File: src/rtl/core/slcs_pkg.sv
// Package with shared types, constants and the sigmoid table of the scorer.
`default_nettype none
package slcs_pkg;

   localparam int MaxClassesDefault  = 16;
   localparam int MaxFeaturesDefault = 4095;

   localparam int AccWidth  = 48;
   localparam int SigWidth  = 17;
   localparam int ProbWidth = 16;

   // Configuration register indexes.
   localparam logic [1:0] CSR_NUM_CLASSES    = 2'd0;
   localparam logic [1:0] CSR_NUM_FEATURES   = 2'd1;
   localparam logic [1:0] CSR_BIAS_VALUE     = 2'd2;
   localparam logic [1:0] CSR_CRAMMER_SINGER = 2'd3;

   // Input item kinds.
   localparam logic KIND_WEIGHT  = 1'b0;
   localparam logic KIND_FEATURE = 1'b1;

   typedef enum logic [3:0] {
      ST_IDLE,
      ST_WREAD,
      ST_MAC,
      ST_BREAD,
      ST_BMAC,
      ST_SIG,
      ST_SUM,
      ST_DIV,
      ST_EMIT,
      ST_CLEAR
   } state_type;

   // Commands from controller to datapath.
   typedef struct packed {
      logic load_item;    // capture the accepted feature transaction
      logic wr_weight;    // write the weight store
      logic rd_row;       // issue a weight read for the current class
      logic rd_bias;      // issue a bias-row weight read
      logic mac_en;       // accumulate the product of the read weight
      logic mul_en;       // reserved; the datapath does not use it
      logic sig_en;       // compute sigmoid of current class
      logic sum_en;       // add current sigmoid into the sum
      logic div_start;    // start the divider for current class
      logic out_load;     // load output register
      logic out_binary;   // output uses the two-class rule
      logic clear_en;     // clear current accumulator
      logic cls_reset;    // class counter to zero
      logic cls_inc;      // class counter increment
      logic sum_clear;    // zero the sigmoid sum
   } cmd_type;

   // Status from datapath to controller.
   typedef struct packed {
      logic cls_last;     // class counter is at the last class in use
      logic div_done;     // divider finished
      logic feat_ok;      // captured feature index is in range
      logic item_last;    // captured feature closes the vector
      logic bias_on;      // bias value is positive
   } status_type;

   localparam logic [16:0] SIG_TAB [17] = '{
      17'd32768, 17'd40793, 17'd47911, 17'd53581, 17'd57724, 17'd60565,
      17'd62428, 17'd63615, 17'd64357, 17'd64816, 17'd65097, 17'd65269,
      17'd65374, 17'd65438, 17'd65476, 17'd65500, 17'd65514
   };

   // Sigmoid of a Q32.16 accumulator as Q1.16 in 0..65536.
   function automatic logic [16:0] sigmoid_q16(input logic signed [47:0] x);
      logic        neg;
      logic [47:0] a;
      logic [3:0]  idx;
      logic [14:0] frac;
      logic [16:0] base;
      logic [16:0] dlt;
      logic [31:0] prod;
      logic [16:0] s;
      neg  = x[47];
      a    = neg ? (~x + 48'd1) : x;
      idx  = a[18:15];
      frac = a[14:0];
      base = SIG_TAB[idx];
      dlt  = SIG_TAB[5'(idx) + 5'd1] - base;
      prod = 32'(dlt) * 32'(frac);
      if (a >= 48'd524288) begin
         s = SIG_TAB[16];
      end else begin
         s = base + 17'(prod >> 15);
      end
      return neg ? (17'd65536 - s) : s;
   endfunction

endpackage
`default_nettype wire

File: src/rtl/core/slcs_ctrl.sv
// Controller state machine of the scorer.
`default_nettype none
module slcs_ctrl
   import slcs_pkg::*;
(
   input  wire logic       clock,
   input  wire logic       reset,
   input  wire logic       req_valid,
   input  wire logic       req_kind,
   input  wire logic       binary,
   input  wire logic       rsp_stall,
   input  wire status_type sts,
   output logic            req_stall,
   output logic            rsp_valid,
   output cmd_type         cmd
);
   state_type state_ff, state_in;
   logic      rsp_valid_ff, rsp_valid_in;
   logic      accept;

   assign accept    = req_valid && !req_stall;
   assign req_stall = (state_ff != ST_IDLE);
   assign rsp_valid = rsp_valid_ff;

   // Next state.
   always_comb begin
      state_in = state_ff;
      case (state_ff)
         ST_IDLE: begin
            if (accept && req_kind == KIND_FEATURE) begin
               state_in = ST_WREAD;
            end
         end
         ST_WREAD: begin
            if (!sts.feat_ok) begin
               state_in = sts.item_last ? (sts.bias_on ? ST_BREAD : ST_SIG) : ST_IDLE;
            end else begin
               state_in = ST_MAC;
            end
         end
         ST_MAC: begin
            if (sts.cls_last) begin
               state_in = sts.item_last ? (sts.bias_on ? ST_BREAD : ST_SIG) : ST_IDLE;
            end else begin
               state_in = ST_WREAD;
            end
         end
         ST_BREAD: state_in = ST_BMAC;
         ST_BMAC:  state_in = sts.cls_last ? ST_SIG : ST_BREAD;
         ST_SIG:   state_in = sts.cls_last ? (binary ? ST_EMIT : ST_SUM) : ST_SIG;
         ST_SUM:   state_in = ST_DIV;
         ST_DIV:   state_in = sts.div_done ? ST_EMIT : ST_DIV;
         ST_EMIT: begin
            if (!rsp_valid_ff || !rsp_stall) begin
               if (sts.cls_last) begin
                  state_in = ST_CLEAR;
               end else begin
                  state_in = binary ? ST_EMIT : ST_DIV;
               end
            end
         end
         ST_CLEAR: state_in = sts.cls_last ? ST_IDLE : ST_CLEAR;
         default:  state_in = ST_IDLE;
      endcase
   end

   // Outputs.
   always_comb begin
      cmd          = '0;
      rsp_valid_in = rsp_valid_ff && rsp_stall;
      cmd.out_binary = binary;
      case (state_ff)
         ST_IDLE: begin
            cmd.load_item = accept && req_kind == KIND_FEATURE;
            cmd.wr_weight = accept && req_kind == KIND_WEIGHT;
            cmd.cls_reset = 1'b1;
         end
         ST_WREAD: begin
            cmd.rd_row = sts.feat_ok;
            cmd.cls_reset = !sts.feat_ok;
         end
         ST_MAC: begin
            cmd.mac_en    = 1'b1;
            cmd.cls_inc   = !sts.cls_last;
            cmd.cls_reset = sts.cls_last;
         end
         ST_BREAD: cmd.rd_bias = 1'b1;
         ST_BMAC: begin
            cmd.mac_en    = 1'b1;
            cmd.cls_inc   = !sts.cls_last;
            cmd.cls_reset = sts.cls_last;
         end
         ST_SIG: begin
            cmd.sig_en    = 1'b1;
            cmd.sum_en    = 1'b1;
            cmd.cls_inc   = !sts.cls_last;
            cmd.cls_reset = sts.cls_last;
         end
         ST_SUM: cmd.div_start = 1'b1;
         ST_EMIT: begin
            if (!rsp_valid_ff || !rsp_stall) begin
               cmd.out_load  = 1'b1;
               rsp_valid_in  = 1'b1;
               cmd.cls_inc   = !sts.cls_last;
               cmd.cls_reset = sts.cls_last;
               cmd.div_start = !sts.cls_last && !binary;
            end
         end
         ST_CLEAR: begin
            cmd.clear_en  = 1'b1;
            cmd.cls_inc   = !sts.cls_last;
            cmd.cls_reset = sts.cls_last;
            cmd.sum_clear = sts.cls_last;
         end
         default: ;
      endcase
   end

   always_ff @(posedge clock) begin
      if (reset) begin
         state_ff     <= ST_IDLE;
         rsp_valid_ff <= 1'b0;
      end else begin
         state_ff     <= state_in;
         rsp_valid_ff <= rsp_valid_in;
      end
   end

`ifndef SYNTHESIS
   // Items are taken only while idle.
   a_accept_idle: assert property (@(posedge clock) disable iff (reset)
      (req_valid && !req_stall) |-> state_ff == ST_IDLE) else $error("accept out of idle");
   // A result is loaded only in the emit state.
   a_load_emit: assert property (@(posedge clock) disable iff (reset)
      cmd.out_load |-> state_ff == ST_EMIT) else $error("output load out of emit");
   // A stalled result is not overwritten.
   a_no_overwrite: assert property (@(posedge clock) disable iff (reset)
      (rsp_valid && rsp_stall) |-> !cmd.out_load) else $error("result overwritten");
`endif
endmodule
`default_nettype wire

File: config.mk
export PLATFORM = sky130hd
export DESIGN_NAME = slcs_ctrl
export DESIGN_NICKNAME = d
export VERILOG_FILES = /design/src/rtl/core/slcs_pkg.sv /design/src/rtl/core/slcs_ctrl.sv
export SDC_FILE = /design/constraint.sdc
export NUM_CORES = 1
export LEC_CHECK = 0
export ABC_AREA = 0
export BUFFER_PORTS_ARGS = -buffer_cell sky130_fd_sc_hd__buf_2
export CAP_MARGIN = 10
export CORE_MARGIN = 2
export CORE_UTILIZATION = 50
export DETAILED_ROUTE_END_ITERATION = 7
export PLACE_DENSITY = 0.94
export SYNTH_ARGS = -nofsm -noshare
export SYNTH_HDL_FRONTEND = slang
export SYNTH_SLANG_ARGS = --single-unit
export TNS_END_PERCENT = 100
File: constraint.sdc
create_clock -name clock -period 3.75 [get_ports clock]
set_input_delay 1.125 -clock clock [delete_from_list [all_inputs] [get_ports clock]]
set_output_delay 1.125 -clock clock [all_outputs]
set_load 0.01 [all_outputs]
After elaboration in Yosys (flattened, before gate mapping)

Index checks and enable logic that the tools add are counted.

Mux-type cells: 29
Bitwise operators: 1
Eq/ne operators: 11
Reduce and logical (&&, ||, !) cells: 17

Operator list:

| kind                                                 | number |
|---|---|
| one-hot mux 4 bit (10 select lines)                  | 1 |
| 2-to-1 mux 4 bit                                     | 8 |
| equality test 4 x 3 -> 1 bit (second input constant) | 4 |
| 2-to-1 mux 3 bit                                     | 5 |
| equality test 4 x 2 -> 1 bit (second input constant) | 2 |
| equality test 4 bit (second input constant)          | 2 |
| 2-to-1 mux 1 bit                                     | 8 |
| 2-to-1 mux 2 bit                                     | 4 |
| logical NOT 1 bit                                    | 6 |
| logical AND 1 bit                                    | 5 |
| equality test 4 x 1 -> 1 bit (second input constant) | 1 |
| logical NOT 4 bit                                    | 1 |
| inequality test 2 bit (second input constant)        | 2 |
| one-hot mux 1 bit (2 select lines)                   | 2 |
| one-hot mux 1 bit (4 select lines)                   | 1 |
| nonzero test 4 bit                                   | 1 |
| OR reduction 4 bit                                   | 1 |
| AND reduction 2 bit                                  | 1 |
| OR reduction 2 bit                                   | 1 |
| logical OR 1 bit                                     | 1 |
| NOT 1 bit                                            | 1 |

Flip-flop bits (word level): 5
Bits of input ports: 11
Output and inout port bits: 17

Depth between registers and ports, before layout

Word-level depth: 6
Gate-level depth with buffers: 6

Least setup slack after synthesis

No wires, ideal clock.

Kind: input-to-output
Start: input port sts[4] in the netlist's numbering
End: output port cmd[0] in the netlist's numbering
Stages on the path: 3
Arrival time: 1,909 ps
Buffers on the path: 1
Path slack: 716 ps
Path through: clkbuf_1 -> inv_1 -> nor4_1

RTL lines:

| element         | RTL line        | RTL |
|---|---|---|
| start, declared | slcs_ctrl.sv:12 | `input wire status_type sts,` |
| end, declared   | slcs_ctrl.sv:15 | `output cmd_type cmd` |

==> reports/results.txt <==
vias in the first global route: 598
PD cells: 277 mW/mm²
y dimension of the die: 40.3 µm
detailed placer's ending HPWL: 1.21 mm
count of input and output buffers: 26
full die area: 0.00163 mm²
kind of path behind the tightest hold check: flip-flop to flip-flop
number of rows in the core area: 13
crit share post-route: 0.855
yosys synthesis warning count: 0
Final Skew: 0.00440 ns
final slew viol count: 0
core footprint: 0.00127 mm²
total overflow reported by the global router: 0
maximum clock rate: 312 MHz
nature of the critical path startpoint: flip-flop
antenna violations before repair: 0
Setup TNS Final: 0 ns
RSZ-0062 raised after global routing: false
top cell type's share of synthesized area: 0.152
arrival time worst endpoint: 2.08 ns
largest net degree at the start of global routing: 25
final net count: 126
most frequent standard cell in the layout excluding fill and tap cells: buf_2
clk sink count: 5
leakage power total: 0.351 nW
starting density of the core: 0.520
flip-flop and latch count after synthesis: 5
CTS H-tree lvls: 1
sequential fraction of the synthesis area: 0.152
average via count per standard cell: 6.03
total nets after synthesis: 105
area growth from synthesis to layout: 16.7%
number of clock buffers inserted by TritonCTS: 3
number of buffers on the longest clock path: 2
headroom to the max-slew limit: 0.481
fillcell total: 120
average size of a mapped cell: 7.01 µm²
Storage cell area: 100 µm²
gate count of the mapped netlist: 94
worst endpoint required time: 2.62 ns
starting DRC count in detailed routing: 25
number of ports placed on the die boundary: 28
Routed WL: 1.66 mm
total via count in the routed design: 778
cell accounting for the most synthesized area: dfxtp_1
internal power: 133 µW
TritonCTS clock tree: yes
clock network latency to the later pin of the worst-skew pair: 0.24 ns
total track usage: 0.213
commonest cells after routing, fill and taps aside: buf_2 (26), nor2_1 (10), a21oi_1 (8), nand2_1 (5), dfxtp_1 (5)
top cells by area, synth: dfxtp_1 (15%), a21oi_1 (6.1%), nor2_1 (5.7%)
status: completed
final-layout worst hold slack: 0.580 ns
ratio of cells with drive above 1 in the final layout: 0.307
Max-Cap Viols: 0
count of endpoints failing hold in the final timing report: 0
die width: 40.3 µm
CP Capture Type: primary output
switching part of the total: 0.376
minimum clock period after layout: 3.21 ns
Multi-input gate area: 483 µm²
post-layout total power: 213 µW
antenna fix cells: 0
count of cell types in the netlist: 39
Hold Buf Count CTS: 0
clock share of power: 0.289
number of design rule violations left after detail routing: 0
maximum fanout along the worst path: 22
synthesized cell area: 659 µm²
Pre-Repair DR Iteration Count: 4
root buffer cell: clkbuf_4
routed wire length per instance: 12.9 µm
buffers inserted by post-CTS timing repair: 0
post-route ant nets: 0
fraction of power consumed by sequential logic: 0.343
weighted congestion at the end of routability-driven global placement: 0.864
first-pass GRT wire length: 2.38 mm
Resize count post-CTS: 0
category of the most critical setup path: flip-flop to primary output
net switching power of the design: 80.0 µW
Final Setup Violations: 0
Clock Pin Slew Worst Setup and Hold Paths: 0.04 ns
Least-Margin Pin Slew: 0.777 ns
combinational cell fraction of total power: 0.368
Worst VDD drop: 0.174 mV
## worst max-delay path: stages, from the launching register on
cell     delay, ns
dfxtp_1       0.80
nor2_1        0.14
and2_4        0.20
a211o_1       0.28
a211o_1       0.29
buf_2         0.14
## cell type report
class,instances,share of cell area
multi-input combinational,76,0.628
timing repair buffer,26,0.169
sequential,5,0.130
clock buffer,4,0.0341
tap,15,0.0244
inverter,3,0.0146
## power groups by stage
stage	registers, mW	logic (mW)	clock network, mW
floorplan	0.0610	0.0672	0
global placement	0.0727	0.0762	0
detailed placement	0.0732	0.0773	0
CTS	0.0722	0.0779	0.0654
global route	0.0742	0.0862	0.0673
finish	0.0730	0.0783	0.0616
## state kept, by name (all words and copies together) (netlist names)
signal and flops:
state_ff 4, rsp_valid 1
## cells by family after synthesis
family / synth area share
flip-flops: 0.152
other: 0.00569
XOR/XNOR: 0.0133
AND/OR/NAND/NOR: 0.410
AO/OA/AOI/OAI: 0.304
buffers and inverters: 0.116
## synthesized netlist by cell type
master and number:
nand3b_1 3, conb_1 1, and3_1 2, a31oi_1 4, nand2_1 5, and2b_1 1, a21oi_1 8, a22oi_1 1
nand2b_1 3, or2_2 1, o311ai_0 1, nor4b_1 1, nor4_1 3, a32oi_1 3, a211oi_2 1, nand3_1 2
clkbuf_1 1, dfxtp_1 5, and3b_1 1, and2_4 1, a211o_1 4, o21ai_0 4, nand4b_1 1, o32ai_1 1
nor3b_1 2, nor2_4 1, nor3_1 3, or3b_2 1, nor2_1 10, and2_1 1, inv_1 3, buf_6 1
buf_4 4, nor2b_1 2, buf_2 4, xnor2_1 1, o31a_1 1, nand2b_4 1, o211ai_1 1
## layer usage
layer	share of wire	global-route usage
met1	0.41	0.243
met2	0.52	0.395
met3	0.068	0.0667
met4	0	0.0250
met5	0	0
## final timing paths
path | from | endpoint | slack [ns] | depth (start not counted)
max | state_ff[1] | cmd[2] | 0.54 | 5
min | rsp_valid | rsp_valid | 0.58 | 2
max reg2reg | state_ff[1] | state_ff[0] | 1.86 | 4
min reg2reg | rsp_valid | rsp_valid | 0.58 | 2
## metrics by stage
stage / cell area (µm²) / setup slack, ns / instances / utilization
5_1_grt: 769 / 0.433 / 129 / 0.607
6_report: 769 / 0.545 / 129 / 0.607
3_3_place_gp: 743 / 0.592 / 125 / 0.586
4_1_cts: 769 / 0.554 / 129 / 0.607
3_5_place_dp: 743 / 0.577 / 125 / 0.586
2_1_floorplan: 659 / 0.716 / 94 / -
Power figures use the tool's default switching activity.
